--- config.mk ---
export PLATFORM = sky130hd
export DESIGN_NAME = selective_repeat_receiver
export DESIGN_NICKNAME = d
export VERILOG_FILES = /design/src/rtl/core/srr_pkg.sv /design/src/rtl/core/srr_cell.sv /design/src/rtl/core/srr_ctrl.sv /design/src/rtl/core/selective_repeat_receiver.sv
export VERILOG_INCLUDE_DIRS = /design/src /design/src/rtl/core
export SDC_FILE = /design/constraint.sdc
export NUM_CORES = 1
export LEC_CHECK = 0
export ABC_AREA = 1
export BUFFER_PORTS_ARGS = -buffer_cell sky130_fd_sc_hd__buf_2
export CORE_UTILIZATION = 35
export CTS_BUF_LIST = sky130_fd_sc_hd__clkbuf_16
export DETAILED_ROUTE_END_ITERATION = 16
export PLACE_DENSITY_LB_ADDON = 0.25
export REMOVE_ABC_BUFFERS = 1
export SETUP_SLACK_MARGIN = 0.05
export SLEW_MARGIN = 20
export SYNTH_ARGS = -nofsm -noshare
export SYNTH_HDL_FRONTEND = slang
export SYNTH_SLANG_ARGS = --single-unit
--- constraint.sdc ---
create_clock -name clk -period 10 [get_ports clk]
set_clock_uncertainty 0.15 [all_clocks]
set_input_delay 2 -clock clk [delete_from_list [all_inputs] [get_ports clk]]
set_output_delay 2 -clock clk [all_outputs]
set_load 0.005 [all_outputs]
--- src/rtl/core/selective_repeat_receiver_defines.svh ---
// Assertion macros shared by the selective-repeat receiver RTL.
// Expects clk and rst_n in scope at the point of use.
`ifndef SELECTIVE_REPEAT_RECEIVER_DEFINES_SVH
`define SELECTIVE_REPEAT_RECEIVER_DEFINES_SVH

// Checked only outside reset.
`define SRR_ASSERT(label, prop, msg) \
    label: assert property (@(posedge clk) disable iff (!rst_n) prop) else $error(msg);

// Checked at every edge, reset included.
`define SRR_ASSERT_ALWAYS(label, prop, msg) \
    label: assert property (@(posedge clk) prop) else $error(msg);

`endif

--- src/rtl/core/srr_pkg.sv ---
// Package for the selective-repeat receiver: constants, beat types, FSM states.
// No dependencies; used by every module in rtl/core.
package srr_pkg;

    localparam int SEQ_BITS       = 8;
    localparam int SEQ_MOD        = 1 << SEQ_BITS;
    localparam int LEN_BITS       = 11;
    localparam int HANDLE_BITS    = 16;
    localparam int WIN_BITS       = 5;
    localparam int MAX_PAYLOAD    = 1024;
    localparam int MAX_WINDOW_DEF = 16;

    localparam logic [WIN_BITS-1:0] WINDOW_RESET = WIN_BITS'(8);

    localparam logic KIND_DELIVER = 1'b0;
    localparam logic KIND_ACK     = 1'b1;

    typedef struct packed {
        logic [SEQ_BITS-1:0]    frame_seq;
        logic [LEN_BITS-1:0]    payload_length;
        logic [HANDLE_BITS-1:0] payload_handle;
        logic                   frame_corrupt;
    } item_t;

    typedef struct packed {
        logic                   result_kind;
        logic [SEQ_BITS-1:0]    result_seq;
        logic [LEN_BITS-1:0]    out_length;
        logic [HANDLE_BITS-1:0] out_handle;
        logic                   end_of_file;
        logic                   stream_done;
        logic                   last_result;
    } result_t;

    // Contents of one reorder slot as it moves down the chain.
    typedef struct packed {
        logic                   held;
        logic [LEN_BITS-1:0]    length;
        logic [HANDLE_BITS-1:0] handle;
    } slot_t;

    // Broadcast from the controller to every cell.
    typedef struct packed {
        logic                   shift;
        logic                   write;
        logic [SEQ_BITS-1:0]    wr_offset;
        logic [LEN_BITS-1:0]    wr_length;
        logic [HANDLE_BITS-1:0] wr_handle;
    } chain_ctl_t;

    typedef enum logic [2:0] {
        ST_IDLE,
        ST_CHECK,
        ST_SCAN,
        ST_RELEASE,
        ST_ACK
    } state_t;

endpackage

--- src/rtl/core/srr_cell.sv ---
// One reorder slot of the receive window; cell CELL_IDX holds offset CELL_IDX from the base.
// Depends on srr_pkg.
module srr_cell #(
    parameter int CELL_IDX = 0
) (
    input  logic                clk,
    input  logic                rst_n,
    input  srr_pkg::chain_ctl_t ctl,
    input  srr_pkg::slot_t      upper,
    output srr_pkg::slot_t      slot
);

    logic                               held_reg;
    logic [srr_pkg::LEN_BITS-1:0]       length_reg;
    logic [srr_pkg::HANDLE_BITS-1:0]    handle_reg;
    logic                               hit;

    assign hit = ctl.write && !held_reg && (ctl.wr_offset == srr_pkg::SEQ_BITS'(CELL_IDX));

    always_ff @(posedge clk or negedge rst_n)
    begin
        if (!rst_n)
        begin
            held_reg <= 1'b0;
        end
        else if (ctl.shift)
        begin
            held_reg <= upper.held;
        end
        else if (hit)
        begin
            held_reg <= 1'b1;
        end
    end

    // Take the neighbor's slot on a release; a duplicate never overwrites.
    always_ff @(posedge clk)
    begin
        if (ctl.shift)
        begin
            length_reg <= upper.length;
            handle_reg <= upper.handle;
        end
        else if (hit)
        begin
            length_reg <= ctl.wr_length;
            handle_reg <= ctl.wr_handle;
        end
    end

    assign slot.held   = held_reg;
    assign slot.length = length_reg;
    assign slot.handle = handle_reg;

endmodule

--- src/rtl/core/srr_ctrl.sv ---
// Window controller: classifies frames, finds end-of-file runs, sequences deliveries.
// Depends on srr_pkg and selective_repeat_receiver_defines.svh.
`include "selective_repeat_receiver_defines.svh"

module srr_ctrl #(
    parameter int MAX_WINDOW = srr_pkg::MAX_WINDOW_DEF
) (
    input  logic                          clk,
    input  logic                          rst_n,
    input  logic                          start,
    output logic                          busy,
    input  srr_pkg::item_t                item,
    input  logic                          cfg_we,
    input  logic [srr_pkg::WIN_BITS-1:0]  cfg_wdata,
    input  logic [MAX_WINDOW-1:0]         held_vec,
    input  logic [MAX_WINDOW-1:0]         eof_vec,
    input  srr_pkg::slot_t                head,
    output srr_pkg::chain_ctl_t           ctl,
    output logic                          result_valid,
    output srr_pkg::result_t              result
);

    localparam int W_W     = srr_pkg::SEQ_BITS + 1;
    localparam int HALF    = srr_pkg::SEQ_MOD / 2;
    localparam int WIN_CAP = (MAX_WINDOW < HALF) ? MAX_WINDOW : HALF;
    localparam int CNT_W   = $clog2(MAX_WINDOW + 1);

    srr_pkg::state_t                    state_reg, state_next;
    logic [srr_pkg::SEQ_BITS-1:0]       base_reg, base_next;
    logic                               finished_reg, finished_next;
    logic [srr_pkg::WIN_BITS-1:0]       window_size_reg;
    logic [srr_pkg::SEQ_BITS-1:0]       seq_reg;
    logic [srr_pkg::LEN_BITS-1:0]       len_reg;
    logic [srr_pkg::HANDLE_BITS-1:0]    handle_reg;

    logic [W_W-1:0]                     win_eff;
    logic [srr_pkg::SEQ_BITS-1:0]       offset;
    logic [W_W-1:0]                     dist_back;
    logic                               in_window;
    logic                               behind;
    logic [CNT_W-1:0]                   first_empty;
    logic [CNT_W-1:0]                   first_eof;
    logic                               eof_in_run;
    logic                               accept;

    assign busy   = (state_reg != srr_pkg::ST_IDLE);
    assign accept = start && !busy;

    always_ff @(posedge clk or negedge rst_n)
    begin
        if (!rst_n)
        begin
            state_reg       <= srr_pkg::ST_IDLE;
            base_reg        <= '0;
            finished_reg    <= 1'b0;
            window_size_reg <= srr_pkg::WINDOW_RESET;
        end
        else
        begin
            state_reg    <= state_next;
            base_reg     <= base_next;
            finished_reg <= finished_next;
            if (cfg_we)
            begin
                window_size_reg <= cfg_wdata;
            end
        end
    end

    // Hold the frame header; clamp oversized lengths on the way in.
    always_ff @(posedge clk)
    begin
        if (accept)
        begin
            seq_reg    <= item.frame_seq;
            handle_reg <= item.payload_handle;
            if (item.payload_length > srr_pkg::LEN_BITS'(srr_pkg::MAX_PAYLOAD))
            begin
                len_reg <= srr_pkg::LEN_BITS'(srr_pkg::MAX_PAYLOAD);
            end
            else
            begin
                len_reg <= item.payload_length;
            end
        end
    end

    // Effective window and frame position relative to the base.
    always_comb
    begin
        if (window_size_reg == '0)
        begin
            win_eff = W_W'(1);
        end
        else if (W_W'(window_size_reg) > W_W'(WIN_CAP))
        begin
            win_eff = W_W'(WIN_CAP);
        end
        else
        begin
            win_eff = W_W'(window_size_reg);
        end
        offset    = seq_reg - base_reg;
        dist_back = W_W'(srr_pkg::SEQ_MOD) - W_W'(offset);
        in_window = W_W'(offset) < win_eff;
        behind    = !in_window && (dist_back <= win_eff);
    end

    // An end-of-file slot gets released this beat run if it sits before the first gap.
    always_comb
    begin
        first_empty = CNT_W'(MAX_WINDOW);
        first_eof   = CNT_W'(MAX_WINDOW);
        for (int j = MAX_WINDOW - 1; j >= 0; j--)
        begin
            if (!held_vec[j])
            begin
                first_empty = CNT_W'(j);
            end
            if (held_vec[j] && eof_vec[j])
            begin
                first_eof = CNT_W'(j);
            end
        end
        eof_in_run = first_eof < first_empty;
    end

    always_comb
    begin
        state_next    = state_reg;
        base_next     = base_reg;
        finished_next = finished_reg;

        ctl.shift     = 1'b0;
        ctl.write     = 1'b0;
        ctl.wr_offset = offset;
        ctl.wr_length = len_reg;
        ctl.wr_handle = handle_reg;

        result_valid       = 1'b0;
        result.result_kind = srr_pkg::KIND_ACK;
        result.result_seq  = seq_reg;
        result.out_length  = '0;
        result.out_handle  = '0;
        result.end_of_file = 1'b0;
        result.stream_done = finished_reg;
        result.last_result = 1'b1;

        unique case (state_reg)
            srr_pkg::ST_IDLE:
            begin
                // Drop corrupt frames at the door.
                if (accept && !item.frame_corrupt)
                begin
                    state_next = srr_pkg::ST_CHECK;
                end
            end
            srr_pkg::ST_CHECK:
            begin
                if (in_window)
                begin
                    ctl.write  = 1'b1;
                    state_next = srr_pkg::ST_SCAN;
                end
                else if (behind)
                begin
                    state_next = srr_pkg::ST_ACK;
                end
                else
                begin
                    state_next = srr_pkg::ST_IDLE;
                end
            end
            srr_pkg::ST_SCAN:
            begin
                finished_next = finished_reg || eof_in_run;
                state_next    = srr_pkg::ST_RELEASE;
            end
            srr_pkg::ST_RELEASE:
            begin
                result_valid = 1'b1;
                if (head.held)
                begin
                    result.result_kind = srr_pkg::KIND_DELIVER;
                    result.result_seq  = base_reg;
                    result.out_length  = head.length;
                    result.out_handle  = head.handle;
                    result.end_of_file = (head.length == '0);
                    result.last_result = 1'b0;
                    ctl.shift          = 1'b1;
                    base_next          = base_reg + 1'b1;
                    if (head.length == '0)
                    begin
                        state_next = srr_pkg::ST_ACK;
                    end
                end
                else
                begin
                    // Gap at the base: acknowledge and finish.
                    state_next = srr_pkg::ST_IDLE;
                end
            end
            srr_pkg::ST_ACK:
            begin
                result_valid = 1'b1;
                state_next   = srr_pkg::ST_IDLE;
            end
            default:
            begin
                state_next = srr_pkg::ST_IDLE;
            end
        endcase
    end

    `SRR_ASSERT(a_last_ends_item, result_valid && result.last_result |=> !busy, "busy after last result")
    `SRR_ASSERT(a_result_while_busy, result_valid |-> busy, "result outside an item")
    `SRR_ASSERT(a_eof_marks_done, result_valid && result.result_kind == srr_pkg::KIND_DELIVER && result.end_of_file |-> result.stream_done, "end-of-file delivered without done")
    `SRR_ASSERT_ALWAYS(a_finished_sticks, rst_n && finished_reg |=> !rst_n || finished_reg, "finished flag cleared")

endmodule

--- src/rtl/core/selective_repeat_receiver.sv ---
// Top level of the selective-repeat ARQ receiver reorder engine.
// Depends on srr_pkg, srr_cell and srr_ctrl.
//
// Usage:
//   Input channel: drive item and raise start; the header is taken at a rising
//   edge where start is high and busy is low. Corrupt headers are taken and
//   dropped at once, and busy stays low.
//   Result channel: each beat is on result for one cycle with result_valid high.
//   The receiver cannot stall, so the block never waits on it. The last beat of
//   an item has last_result set.
//   Configuration: cfg_we writes cfg_wdata into the window size; write only
//   while busy is low.
// Sequence:
//   An accepted header is classified first; a header inside the window is
//   then written into its slot and the window scanned, followed by one in-order
//   delivery per cycle (up to MAX_WINDOW), and the item ends with an
//   acknowledgement beat. A header behind the window is answered with an
//   acknowledgement only; one ahead of it is dropped without a result. The
//   release loop walks the slot chain one slot per cycle.
// Reset: rst_n clears the window base, every held slot, the finished flag and
//   sets the window size to 8; the block is ready in the first cycle after it.
module selective_repeat_receiver #(
    parameter int MAX_WINDOW = srr_pkg::MAX_WINDOW_DEF
) (
    input  logic                          clk,
    input  logic                          rst_n,
    input  logic                          start,
    output logic                          busy,
    input  srr_pkg::item_t                item,
    input  logic                          cfg_we,
    input  logic [srr_pkg::WIN_BITS-1:0]  cfg_wdata,
    output logic                          result_valid,
    output srr_pkg::result_t              result
);

    srr_pkg::chain_ctl_t    ctl;
    srr_pkg::slot_t         chain [MAX_WINDOW+1];
    logic [MAX_WINDOW-1:0]  held_vec;
    logic [MAX_WINDOW-1:0]  eof_vec;

    // Past the top cell the window is always empty.
    assign chain[MAX_WINDOW] = '0;

    for (genvar i = 0; i < MAX_WINDOW; i++)
    begin : g_cell
        srr_cell #(
            .CELL_IDX (i)
        ) u_cell (
            .clk   (clk),
            .rst_n (rst_n),
            .ctl   (ctl),
            .upper (chain[i+1]),
            .slot  (chain[i])
        );

        assign held_vec[i] = chain[i].held;
        assign eof_vec[i]  = (chain[i].length == '0);
    end

    srr_ctrl #(
        .MAX_WINDOW (MAX_WINDOW)
    ) u_ctrl (
        .clk          (clk),
        .rst_n        (rst_n),
        .start        (start),
        .busy         (busy),
        .item         (item),
        .cfg_we       (cfg_we),
        .cfg_wdata    (cfg_wdata),
        .held_vec     (held_vec),
        .eof_vec      (eof_vec),
        .head         (chain[0]),
        .ctl          (ctl),
        .result_valid (result_valid),
        .result       (result)
    );

endmodule
==> results of run 1 <==
==> placed cells by master, fill, tap and decap left out, drive strengths merged, types with 2 or more instances in the layout <==
master / n
clkbuf: 54
dfrtp: 32
nor3: 19
o31ai: 5
dfxtp: 27
inv: 164
buf: 106
xnor2: 2
a22oi: 3
o21ai: 127
a21boi: 2
clkinv: 25
xor2: 14
o21bai: 3
nand3: 27
nand2: 821
nand4: 26
nand3b: 4
a31oi: 3
nor4: 31
ha: 25
a21oi: 34
edfxtp: 440
bufinv: 4
nor2: 147
==> stage by stage <==
stage               total power [uW]  cells  utilization  hold slack [ns]  setup WS [ns]
finish                          4930   2945        0.404            0.308           5.37
floorplan                       2880   1958            -            0.297         -11.84
CTS                             4990   2945        0.404            0.317           5.26
global placement                3070   2846        0.376            0.302           5.55
detailed placement              3090   2846        0.376            0.301           5.55
global route                    5150   2945        0.404            0.343           5.19
==> worst reg2reg max path, stage by stage (launching register included) <==
cell	delay [ns]
dfrtp_1	0.43
ha_1	0.17
inv_1	0.06
fa_1	0.40
nand3_1	0.11
nand3_1	0.11
xor2_1	0.37
ha_1	0.31
a21oi_1	0.25
nand3_4	0.13
nor2_8	0.16
nand2_1	0.25
o31ai_4	0.78
buf_4	0.40
==> final cells by class <==
cell class | count | share of cell area
inverters | 149 | 0.0231
repair buffers | 106 | 0.0244
multi-input cells | 1309 | 0.247
clock buffers | 54 | 0.0553
clock inverters | 45 | 0.0129
flip-flops and latches | 500 | 0.597
well taps | 782 | 0.0401
==> worst min-delay path by stage <==
| stage | startpoint | cells past startpoint | slack, ns | end |
|---|---|---|---|---|
| floorplan | g_cell[15].u_cell.length_reg[3] | 2 | 0.30 | g_cell[15].u_cell.length_reg[3] |
| finish | u_ctrl.finished_reg | 2 | 0.31 | u_ctrl.finished_reg |
| detailed placement | u_ctrl.finished_reg | 2 | 0.30 | u_ctrl.finished_reg |
| CTS | u_ctrl.finished_reg | 2 | 0.32 | u_ctrl.finished_reg |
| global route | u_ctrl.finished_reg | 2 | 0.34 | u_ctrl.finished_reg |
| global placement | u_ctrl.finished_reg | 2 | 0.30 | u_ctrl.finished_reg |
==> per-layer routing <==
metal | vias up | wire (microns) | part of all wire
met3 | 73 | 2300 | 0.047
met5 | - | 0 | 0
met4 | 0 | 1160 | 0.024
li1 | 6977 | - | -
met1 | 6851 | 21500 | 0.44
met2 | 260 | 23600 | 0.49
==> logic make-up (layout without fill, tap and decap cells) <==
group | after synthesis | count (layout) | share of synthesized area
AO/OA/AOI/OAI | 186 | 186 | 0.0492
XOR/XNOR | 16 | 16 | 0.00654
adder cells (fa/ha/maj) | 26 | 26 | 0.0155
buffers and inverters | 247 | 354 | 0.0447
flip-flops | 500 | 500 | 0.681
multiplexers | 1 | 1 | 0.000526
AND/OR/NAND/NOR | 1080 | 1080 | 0.203
==> power by group <==
| group | internal, uW | switching (uW) | total [uW] |
|---|---|---|---|
| clock network | 1080 | 817 | 1900 |
| registers | 2430 | 41.9 | 2470 |
| logic | 160 | 399 | 559 |
==> results.ini, run 1 <==
[run_status]
outcome = completed

[pwr]
leakagePower_uw = 0.00946
powerDensity_mw_per_mm2 = 202
peakVddDrop_v = 0.000135

[placement]
dpl-instance-area_sq_mm = 0.0228
place.gp.congestion = 0.854
dp_hpwl_microns = 31200
io_buffer_count = 85

[worst_setup_path]
ff2ff_setup_slack_ns = 5.61
path_depth = 5
crit_buf_inv = 3
crit_slowest_cell = dfrtp_2
r2r_start = u_ctrl.base_reg[0]
worst_path_largest_cell_delay_ns = 0.77
worst_ep_arrival_time_ns = 2.48
endpoint = result[32]
cp-end-kind = primary output
ff2ff_path_depth = 13
cp_data_required_time_ns = 7.85
critPathLaunch = g_cell[0].u_cell.held_reg
crit_family = flip-flops
cp-start-kind = flip-flop
r2r_end = g_cell[7].u_cell.handle_reg[2]
critPathMaxFanout = 52
critPathKind = reg2out
cp_cell_sequence = inv_1 > nor2_4 > inv_6 > o21ai_0 > buf_2

[die]
ios = 86
core_area_sq_mm = 0.0605
dieArea_sq_mm = 0.0622
die_w_microns = 249
die_h_microns = 249
start_util = 0.354
row_count = 90

[yosys]
seq_area_frac_synth = 0.681
post-synth-top-area-cell = edfxtp_1
yosysMostFrequentCell = nand2_1
synth_common_cells = nand2_1, edfxtp_1, inv_1, nor2_1, o21ai_0
netlist_area_sq_mm = 0.0214
syn_inst = 2056
synth_cell_types = 54
ys_ff_latch = 500
synth.top_cell.area_share = 0.617
synth.yosys.warnings = 0
synth_edf_count = 440
synth_area_leaders = edfxtp_1, nand2_1, dfrtp_1
synth.avg_cell_area_sq_um = 10.4
async_reset_ff_frac = 0.0660
synthFlopType = edfxtp_1

[cells_and_area]
final_area_sq_mm = 0.0244
layout.nets = 2191
area_delta_synth_final_pct = 14.0
regArea_sq_mm = 0.0146
layout-drive-gt1-share = 0.101
multi_input_area_sq_mm = 0.00603
n_fill_cell = 5809
num_antenna_cells = 0
largest_reg_flops = 256

[clocking]
htreeDepth = 2
insertion_delay_ns = 0.61
ctsHoldBuffers = 0
cts_tree = done
clkTransAtPathRegs_ns = 0.06
cts_setup_buffers = 0
clockBufferDepth = 3
cts_resized = 0
cts-root-buf = clkbuf_16
numCtsBuffers = 54
cts_num_sinks = 500

[sta]
fin_crit_sh = 0.463
hold_viol = 0
fin_setup_tns_ns = 0
slew_viol_final = 0
finalCriticalPeriod_ns = 4.63
relSlewSlack = 0.201
max_freq_mhz = 216
final-setup-viol-count = 0
rsz0062_at_grt = false
worst_pin_slew_ns = 1.20

[global_routing]
busiest_layer = met2
met2_usage = 0.269
grt_util_met1 = 0.205
grt_max_degree = 260
antenna_found_initial = 1
globalRouteMet3Util = 0.0254
grt_pass1_wl_microns = 76900
grt_pass1_vias = 14088
grt_use_total = 0.157
grt-ovfl-total = 0

[drt]
drtPass1Iterations = 7
drt_wl_total_microns = 48600
vias = 14161
ant_nets = 0
first_iter_violations = 987
wl_per_cell_microns = 16.5
drc_errors = 0
vias_per_cell = 4.81

[flow_run]
max_cap_violations = 0

[hold_path]
hold_class = reg2reg

No activity file was read; power rests on OpenSTA's default activity.
==> run 2: changes to the inputs <==
--- a/config.mk
+++ b/config.mk
@@ -6,7 +6,7 @@
 export SDC_FILE = /design/constraint.sdc
 export NUM_CORES = 1
 export LEC_CHECK = 0
-export ABC_AREA = 1
+export ABC_AREA = 0
 export BUFFER_PORTS_ARGS = -buffer_cell sky130_fd_sc_hd__buf_2
 export CORE_UTILIZATION = 35
 export CTS_BUF_LIST = sky130_fd_sc_hd__clkbuf_16
==> constraint.sdc (replaced) <==
create_clock -name clk -period 4.1 [get_ports clk]
set_clock_uncertainty 0.15 [all_clocks]
set_input_delay 0.82 -clock clk [delete_from_list [all_inputs] [get_ports clk]]
set_output_delay 0.82 -clock clk [all_outputs]
set_load 0.005 [all_outputs]
==> results.ini, run 2 <==
[drt]
wl_per_cell_microns = 14.2
vias = 13075
first_iter_violations = 776
drc_errors = 3
ant_nets = 0
vias_per_cell = 4.66
drt_wl_total_microns = 39900
drtPass1Iterations = 12

[die]
core_area_sq_mm = 0.0594
start_util = 0.356
die_w_microns = 248
die_h_microns = 248
row_count = 89
ios = 86
dieArea_sq_mm = 0.0613

[clocking]
htreeDepth = 2
clkTransAtPathRegs_ns = 0.06
clockBufferDepth = 3
cts_num_sinks = 500
numCtsBuffers = 54
cts_tree = done
cts-root-buf = clkbuf_16
insertion_delay_ns = 0.61

[sta]
rsz0062_at_grt = false
final-setup-viol-count = 0
worst_pin_slew_ns = 1.00
hold_ws_ns = 0.184
max_freq_mhz = 257
relSlewSlack = 0.333
finalCriticalPeriod_ns = 3.89
slew_viol_final = 0
hold_viol = 0
fin_crit_sh = 0.949

[placement]
dp_hpwl_microns = 26700
dpl-instance-area_sq_mm = 0.0227
place.gp.congestion = 0.777
io_buffer_count = 85

[cells_and_area]
area_delta_synth_final_pct = 16.7
final_cell_mix = nand2_1, edfxtp_1, buf_2
n_fill_cell = 5626
layout-drive-gt1-share = 0.126
regArea_sq_mm = 0.0146
layout.nets = 2059
multi_input_area_sq_mm = 0.00615
largest_reg_flops = 256
final_area_sq_mm = 0.0246
final_common_cell = nand2_1
num_antenna_cells = 0

[yosys]
ys_ff_latch = 500
synth.top_cell.area_share = 0.626
synthFlopType = edfxtp_1
synth.yosys.warnings = 0
yosysMostFrequentCell = nand2_1
synth.avg_cell_area_sq_um = 11.1
async_reset_ff_frac = 0.0660
netlist_area_sq_mm = 0.0211
synth_common_cells = nand2_1, edfxtp_1, clkbuf_1, nor2_1, nor4_1
post-synth-top-area-cell = edfxtp_1
synth_area_leaders = edfxtp_1, nand2_1, dfrtp_1
synth_cell_types = 61
syn_inst = 1898
seq_area_frac_synth = 0.690
synth_edf_count = 440

[global_routing]
busiest_layer = met2
antenna_found_initial = 1
grt-ovfl-total = 0
grt_pass1_vias = 12667
grt_util_met1 = 0.185
grt_use_total = 0.132
met2_usage = 0.205
grt_pass1_wl_microns = 64700
grt_max_degree = 260
globalRouteMet3Util = 0.0226

[worst_setup_path]
crit_slowest_cell = fa_2
cp_cell_sequence = inv_2 > ha_4 > inv_2 > fa_2 > a211oi_4 > nor2_2 > xnor2_2 > inv_2 > ha_4 > a211oi_2 > nand2_1 > a31oi_2 > nand2_2 > nor4_4 > buf_6 > nand3_4 > o21ai_4 > clkbuf_16
cp-start-kind = flip-flop
worst_path_largest_cell_delay_ns = 0.38
worst_ep_arrival_time_ns = 4.06
cp_common_cell = inv_2
critPathKind = reg2reg
cp_data_required_time_ns = 4.27
critPathMaxFanout = 7
cp-end-kind = flip-flop

[pwr]
powerDensity_mw_per_mm2 = 512
leakagePower_uw = 0.00925
peakVddDrop_v = 0.000312
total_power_uw = 12600

[run_status]
violations = design-rule violations
outcome = finished, violations left

[flow_run]
max_cap_violations = 0

[hold_path]
hold_class = in2async

-- run 2: report_power, final --
part,total [uW],internal [uW],switching [uW]
clock,4780,2770,2010
combinational,1680,578,1100
sequential,6160,5990,166
total,12600,9340,3280
-- run 2: cell type report --
type | count | share of cell area
repair buffers | 131 | 0.0423
clock buffers | 55 | 0.0559
inverters | 31 | 0.00472
well taps | 773 | 0.0392
flip-flops and latches | 500 | 0.592
multi-input cells | 1270 | 0.250
clock inverters | 47 | 0.0166
-- run 2: cell families (layout without fill, tap and decap cells) --
kind of cell,count (synthesis),count (layout),synth area share
muxes,31,31,0.0149
adders and majority gates,26,26,0.0158
and+or+nand+nor,1104,1104,0.218
xor gates and xnor gates,14,14,0.00687
AOI/OAI and AO/OA,95,95,0.0288
DFF,500,500,0.690
buffers and inverters,128,264,0.0250
-- run 2: routing by layer --
metal / wire, microns / vias up
li1: - / 6656
met1: 19400 / 6156
met2: 18000 / 197
met3: 1600 / 66
met4: 902 / 0
met5: 0 / -
-- run 2: per-stage QoR --
stage / TNS [ns] / util / instances / setup slack, ns
floorplan: -8364.06 / - / 1801 / -10.26
global placement: 0 / 0.382 / 2694 / 0.0501
detailed placement: 0 / 0.382 / 2694 / 0.107
CTS: 0 / 0.412 / 2796 / 0.0719
global route: 0 / 0.415 / 2807 / 0.0574
finish: 0 / 0.415 / 2807 / 0.208
-- run 2: path summary, 6_finish.rpt --
check                                          from                              end  slack [ns]  depth (start not counted)
max in group asynchronous                     rst_n        g_cell[1].u_cell.held_reg        3.04                          1
worst max register to register    u_ctrl.seq_reg[0]  g_cell[12].u_cell.handle_reg[8]        0.21                         18
worst min register to register  u_ctrl.finished_reg              u_ctrl.finished_reg        0.34                          1
min in group clk                           item[29]                u_ctrl.seq_reg[1]        0.24                          1
worst min-delay path                          rst_n               u_ctrl.base_reg[6]        0.18                          1
worst max-delay path              u_ctrl.seq_reg[0]  g_cell[12].u_cell.handle_reg[8]        0.21                         18
-- run 2: worst max-delay path: cells and delay by family, from the launching register on --
kind,cells,cell delay (ns)
and+or+nand+nor,5,0.66
adders and majority gates,3,0.75
xor gates and xnor gates,1,0.19
AOI/OAI and AO/OA,4,0.92
DFF,1,0.37
buffers and inverters,5,0.57
-- run 2: repair_timing --
| action | CTS | global route |
|---|---|---|
| gates cloned | 0 | 3 |
| gates resized for setup | 1 | 15 |
| hold buffers | 0 | 0 |
| setup buffers | 0 | 7 |
| pin swaps | 0 | 10 |
| endpoints found under the hold margin | 0 | 0 |
| setup endpoints to repair | 86 | 433 |
